===== src/hw/rtl/scc_pkg.sv =====
// Package for the SAT clause checker: codes, widths, types and literal helpers.
package scc_pkg;

    localparam int DEF_MAX_CLAUSES = 256;
    localparam int DEF_MAX_VARS    = 64;

    localparam int ACT_W    = 2;
    localparam int LIT_W    = 8;
    localparam int CLAUSE_W = 3 * LIT_W;
    localparam int BITS_W   = 64;
    localparam int CNT_W    = 7;
    localparam int HELD_W   = 9;

    // Largest magnitude a stored literal can have for a check to treat it as a variable.
    localparam logic [LIT_W-1:0] CHECK_VAR_LIMIT = 8'd64;

    localparam logic [ACT_W-1:0] ACT_LOAD  = 2'd0;
    localparam logic [ACT_W-1:0] ACT_CHECK = 2'd1;
    localparam logic [ACT_W-1:0] ACT_CLEAR = 2'd2;

    typedef enum logic [0:0] {
        ST_IDLE,
        ST_WALK
    } state_t;

    typedef struct packed {
        logic sat;
        logic full;
    } eval_t;

    typedef struct packed {
        logic assigned;
        logic truth;
    } lit_eval_t;

    function automatic logic [LIT_W-1:0] lit_mag(input logic [LIT_W-1:0] lit);
        logic [LIT_W-1:0] mag;
        begin
            mag = lit[LIT_W-1] ? (~lit + 1'b1) : lit;
            return mag;
        end
    endfunction

    function automatic lit_eval_t lit_eval(
        input logic [LIT_W-1:0]  lit,
        input logic [BITS_W-1:0] bits,
        input logic [CNT_W-1:0]  count
    );
        lit_eval_t        res;
        logic [LIT_W-1:0] mag;
        logic [LIT_W-1:0] idx;
        logic             val;
        begin
            mag = lit_mag(lit);
            idx = mag - 1'b1;
            val = bits[idx[5:0]];
            res.assigned = (mag != '0) && (mag <= CHECK_VAR_LIMIT)
                           && (mag <= {1'b0, count});
            res.truth    = lit[LIT_W-1] ? !val : val;
            return res;
        end
    endfunction

endpackage


===== src/hw/rtl/scc_clause_eval.sv =====
// Evaluates one stored clause against a partial assignment.
module scc_clause_eval (
    input  logic [scc_pkg::CLAUSE_W-1:0] word,
    input  logic [scc_pkg::BITS_W-1:0]   bits,
    input  logic [scc_pkg::CNT_W-1:0]    count,
    output scc_pkg::eval_t               result
);

    scc_pkg::lit_eval_t lits [3];

    always_comb
    begin
        for (int k = 0; k < 3; k++)
        begin
            lits[k] = scc_pkg::lit_eval(word[k*scc_pkg::LIT_W +: scc_pkg::LIT_W], bits, count);
        end
    end

    // A literal that is out of range or not yet assigned leaves the clause open.
    always_comb
    begin
        result.sat  = (lits[0].assigned && lits[0].truth)
                   || (lits[1].assigned && lits[1].truth)
                   || (lits[2].assigned && lits[2].truth);
        result.full = lits[0].assigned && lits[1].assigned && lits[2].assigned;
    end

endmodule


===== config.mk =====
export PLATFORM = sky130hd
export DESIGN_NAME = scc_clause_eval
export DESIGN_NICKNAME = d
export VERILOG_FILES = /design/src/hw/rtl/scc_pkg.sv /design/src/hw/rtl/scc_clause_eval.sv
export SDC_FILE = /design/constraint.sdc
export NUM_CORES = 1
export LEC_CHECK = 0
export ABC_AREA = 1
export ABC_CLOCK_PERIOD_IN_PS = 6160
export BUFFER_PORTS_ARGS = -buffer_cell sky130_fd_sc_hd__buf_2
export CAP_MARGIN = 20
export CORE_MARGIN = 4
export CORE_UTILIZATION = 61
export DETAILED_ROUTE_END_ITERATION = 16
export PLACE_DENSITY = 0.89
export SLEW_MARGIN = 5
export SYNTH_ARGS = -nofsm -noshare
export SYNTH_HDL_FRONTEND = slang
export SYNTH_SLANG_ARGS = --single-unit

===== constraint.sdc =====
create_clock -name vclk -period 6.16
set_clock_uncertainty 0.1 [all_clocks]
set_input_delay 0.924 -clock vclk [all_inputs]
set_output_delay 0.924 -clock vclk [all_outputs]
set_load 0.005 [all_outputs]

==> results.yml, run 1 <==
run_status:
  result_of_the_run: "completed"
synth:
  postSynthCellCount: 727
  synth_seq_area_share_pct: 0
  syn_avg_cell_area_um2: 5.117
  post-synth-top-area-cell: "nand2_1"
  syn_area_um2: 3720
  synthDistinctLibCells: 35
  synthDominantCellAreaShare_pct: 23.31
  syn-num-nets: 849
  netlist_top_cells_area: "nand2_1 (23%), o21ai_0 (11%), nand3_1 (10%)"
  synth.yosys.warnings: 0
floorplan:
  core-area_um2: 5921
  die_width_um: 86.09
  design.die.area_um2: 7411
  boundaryPins: 97
  dieHeight_um: 86.09
  core.rowCount: 28
  floorplan.initialDensity_pct: 62.83
worst_hold_path:
  hold_path.class: "in -> out"
clock_network:
  cts.repair.resized: 0
  cts_hold_buffers: 0
  post-cts-setup-buffer-count: 0
sta:
  setup_viol: 0
  relSlewSlack_pct: 57.24
  fin_crit_ns: 5.430
  hold_viol_final: 0
  post-route-period-util_pct: 88.15
  worst-slew-pin-transition_ns: 0.6407
  fmax_mhz: 184.2
  report.final.slew_viol_count: 0
  rsz0062_at_grt: "no"
  fin_tns_setup_ns: 0
route:
  detail_route.vias_per_cell: 5.891
  antenna_left: 0
  detailedRoute.firstPassIterationCount: 7
  via_count: 5125
  dr.first_iter.drc_count: 434
  drt-wirelength-per-cell_um: 14.33
  drc: 0
  route.final.wire_length_um: 12470
power:
  leakage_uw: 0.002377
  power.density_cell_area_nw_per_um2: 110.7
  peakVddDrop_uv: 62.68
layout:
  numSequentialCells: 0
  final-seq-area_um2: 0
  area.growth.synth_to_final_pct: 10.90
  final_cell_area_um2: 4125
  nNetsFinal: 919
  final_layout_size_suffix_gt1_share_pct: 17.86
  layout.filler_cells: 603
  final_util_pct: 69.67
  nClkBuffers: 0
  multi_input_comb_area_um2: 3141
  antenna_cells: 0
placed_design:
  detailed_place.area_um2: 4125
  numPortBuffers: 97
  finalWeightedCongestion: 0.9803
  hpwl_um: 10030
worst_setup_path:
  critical_path_class: "in -> out"
  critPathMaxFanout: 53
  worst_ep_required_time_ns: 5.14
  worst_ep_arrival_time_ns: 4.41
  worstSetupEndpointType: "output port"
  startpoint_type: "input port"
global_routing:
  first_global_vias: 4389
  grt_antenna_before_repair: 0
  grt-ovfl-total: 0
  grt_pass1_wl_um: 19880
  grt.total_usage_pct: 32.07
  grt_start_max_net_pins: 63
run:
  timing.max_cap.violations: 0
cells in the final DEF (no fill, tap or decap), types with 2 or more instances in the layout:
cell type  netlist  routed
a21oi_1         69      69
buf_2           16      97
buf_4            5       3
ha_1            27      27
inv_1           88      88
inv_2            9       9
inv_4            3       3
nand2_1        231     231
nand2_2         14      14
nand3_1         76      76
nand3_2          7       7
nand4_1          7       7
nor2_1          22      22
nor2_2           2       2
nor2_4           2       2
o211ai_1        24      24
o21ai_0         82      82
o21ai_1          2       2
o21bai_1         2       2
o22ai_1          2       2
o31ai_1          2       2
xnor2_1          6       6
xor2_1           8       8
final timing paths:
kind,from,to,slack (ns),cells after the start
setup / recovery,word[0],result[1],0.73,20
hold / removal,word[23],result[1],2.25,5
stage by stage:
stage	total power [µW]	cells	setup slack [ns]	hold slack [ns]
finish	456.5	870	0.7298	2.252
global route	513.2	870	0.4389	2.325
CTS	445.0	870	0.8498	2.250
detailed placement	443.1	870	0.8506	2.245
global placement	430.2	870	0.9294	2.234
floorplan	328.2	727	1.942	1.988
layer usage:
metal,share of wire [%],vias to the layer above,track usage [%]
met5,0,-,0
met4,2.3,0,7.482
met3,11,34,2.209
met2,46,308,55.50
met1,41,2240,43.06
li1,-,2543,-
kinds of logic after synthesis:
logic type | synth area share (%)
xor+xnor | 4.474
fa+ha+maj | 9.082
compound gates | 27.55
simple gates | 43.32
buf+inv | 15.57
critical path: stages:
cell and delay [ns]:
buf_2 0.31, inv_4 0.27, ha_1 0.36, nand2_1 0.06
o21ai_0 0.17, inv_1 0.09, ha_1 0.50, inv_1 0.48
o21ai_0 0.18, o21ai_0 0.19, nand3_1 0.10, nand2_1 0.09
nand2_1 0.05, nand3_1 0.08, nand3_1 0.10, nand2_1 0.08
nand2_1 0.05, nand3_1 0.11, nand3_1 0.09, buf_2 0.13
cell usage after synthesis (all sizes together) (2+ instances only):
master	number
nand4	7
nand2	246
o31ai	3
a21oi	69
clkbuf	6
o21bai	2
ha	27
inv	100
xnor2	6
buf	26
o22ai	2
nor2	26
nand3	84
xor2	10
o21ai	84
o211ai	24
final cells by class:
cell class,instances,share of cell area [%]
Inverter,100,9.281
Multi-Input combinational cell,595,76.13
Tap cell,75,2.275
Timing Repair Buffer,100,12.31
power breakdown:
group / internal (µW) / switching (µW)
clock: 0 / 0
sequential: 0 / 0
combinational: 163 / 294
(Power assumes the default switching activity.)
==> run 2: changes to the inputs <==
ABC_CLOCK_PERIOD_IN_PS = 6300   (was 6160)
CELL_PAD_IN_SITES_DETAIL_PLACEMENT = 1   (was default)
CELL_PAD_IN_SITES_GLOBAL_PLACEMENT = 2   (was default)
CORE_UTILIZATION = 29   (was 61)
PLACE_DENSITY = 0.9   (was 0.89)
clock period = 6.3 ns   (was 6.16 ns; I/O delays follow)
==> run 2 against run 1 <==
Combinational power rose by 1%. Via count is 1.8% lower. Clock-buffer cell count stayed put. Critical path depth is 1 higher. Routed wire length is 24% higher. Die area rose by 98%. Power is 1.2% higher. Sequential cell count unchanged. Cell count rose by 11%. Hold slack better by 0.059 ns. Critical path type unchanged.
==> results.yml, run 2 (same netlist as run 1, synthesis figures left out) <==
run_status:
  result_of_the_run: "completed"
worst_setup_path:
  worst-path-buf-inv: 5
  worst_ep_required_time_ns: 5.25
  cp_max_stage_cell: "ha_1"
  cp_top_family: "buffers and inverters"
  worst_ep_arrival_time_ns: 4.51
  critPathMaxFanout: 53
  critical_path_class: "in -> out"
  worstSetupEndpointType: "output port"
  timing.critical_path.cells: "buf_2 -> inv_4 -> ha_1 -> nand2_1 -> o21ai_0 -> inv_1 -> ha_1 -> inv_1 -> a21oi_1 -> o21ai_0 -> nand2_1 -> nand3_1 -> nand2_1 -> nand2_1 -> nand3_1 -> nand3_1 -> nand2_1 -> nand2_1 -> nand3_1 -> nand3_1 -> buf_2"
  critical_path.most_common_cell: "nand2_1"
  critical-path-max-stage-delay_ns: 0.65
  startpoint_type: "input port"
placed_design:
  finalWeightedCongestion: 0.8704
  numPortBuffers: 97
  inst_count_dp: 967
  hpwl_um: 12780
  detailed_place.area_um2: 4247
layout:
  final_cell_area_um2: 4247
  nClkBuffers: 0
  numSequentialCells: 0
  final_common_cell: "nand2_1"
  final-instance-count-excl-fill: 967
  multi_input_comb_area_um2: 3141
  final_layout_size_suffix_gt1_share_pct: 17.86
  nNetsFinal: 919
  antenna_cells: 0
  final-seq-area_um2: 0
  layout.filler_cells: 1818
  mostFrequentLayoutCells: "nand2_1 (231), buf_2 (97), inv_1 (88)"
  area.growth.synth_to_final_pct: 14.16
power:
  peakVddDrop_uv: 40.53
  power.density_cell_area_nw_per_um2: 108.8
  total_power_uw: 461.8
  leakage_uw: 0.002377
worst_hold_path:
  worst_hold_startpoint: "word[23]"
  timing.hold.worst_path_depth: 5
  hold_path.class: "in -> out"
  timing.hold.worst_endpoint: "result[1]"
global_routing:
  grt_start_max_net_pins: 63
  grt_pass1_wl_um: 24430
  grt-ovfl-total: 0
  grt.total_usage_pct: 20.13
  first_global_vias: 4952
  grt_antenna_before_repair: 0
sta:
  setup_viol: 0
  fin_tns_setup_ns: 0
  relSlewSlack_pct: 56.95
  worst-slew-pin-transition_ns: 0.6450
  hold_viol_final: 0
  hold_ws_ns: 2.311
  fmax_mhz: 179.9
  rsz0062_at_grt: "no"
  fin_crit_ns: 5.559
  report.final.slew_viol_count: 0
  post-route-period-util_pct: 88.24
floorplan:
  design.die.area_um2: 14700
  die_width_um: 121.3
  core.rowCount: 41
  boundaryPins: 97
  core-area_um2: 12570
  floorplan.initialDensity_pct: 29.60
  dieHeight_um: 121.3
route:
  antenna_left: 0
  detail_route.vias_per_cell: 5.207
  route.final.wire_length_um: 15410
  via_count: 5035
  drc: 0
  drt-wirelength-per-cell_um: 15.93
  detailedRoute.firstPassIterationCount: 4
  dr.first_iter.drc_count: 227
clock_network:
  cts_hold_buffers: 0
  post-cts-setup-buffer-count: 0
  cts.repair.resized: 0
run:
  timing.max_cap.violations: 0
[run 2: cell counts in the layout (fill, tap and decap cells not counted)]
No cell type changed its count.
[run 2: final cells by class]
class / instances / share of cell area (%)
Inverter: 100 / 9.016
Multi-Input combinational cell: 595 / 73.95
Tap cell: 172 / 5.068
Timing Repair Buffer: 100 / 11.96
[run 2: worst max path at each step]
stage / cells after the start / slack, ns / from / to
finish: 21 / 0.74 / word[0] / result[1]
global route: 20 / 0.38 / word[0] / result[1]
CTS: 20 / 0.73 / word[0] / result[1]
detailed placement: 20 / 0.73 / word[0] / result[1]
global placement: 21 / 0.93 / word[0] / result[1]
floorplan: 21 / 2.04 / word[0] / result[1]
[run 2: per-layer routing]
layer	wire [µm]	vias up	track usage [%]
met5	0	-	0
met4	170	0	2.521
met3	649	14	1.072
met2	7376	105	35.60
met1	7212	2378	27.75
li1	-	2538	-
[run 2: metrics by stage]
stage,util [%],setup WS (ns)
floorplan,-,2.040
global placement,33.79,0.9316
detailed placement,33.79,0.7259
CTS,33.79,0.7259
global route,33.79,0.3778
finish,33.79,0.7411
[run 2: power breakdown]
part	switching (µW)	internal, µW
logic	303	159
clock network	0	0
registers	0	0
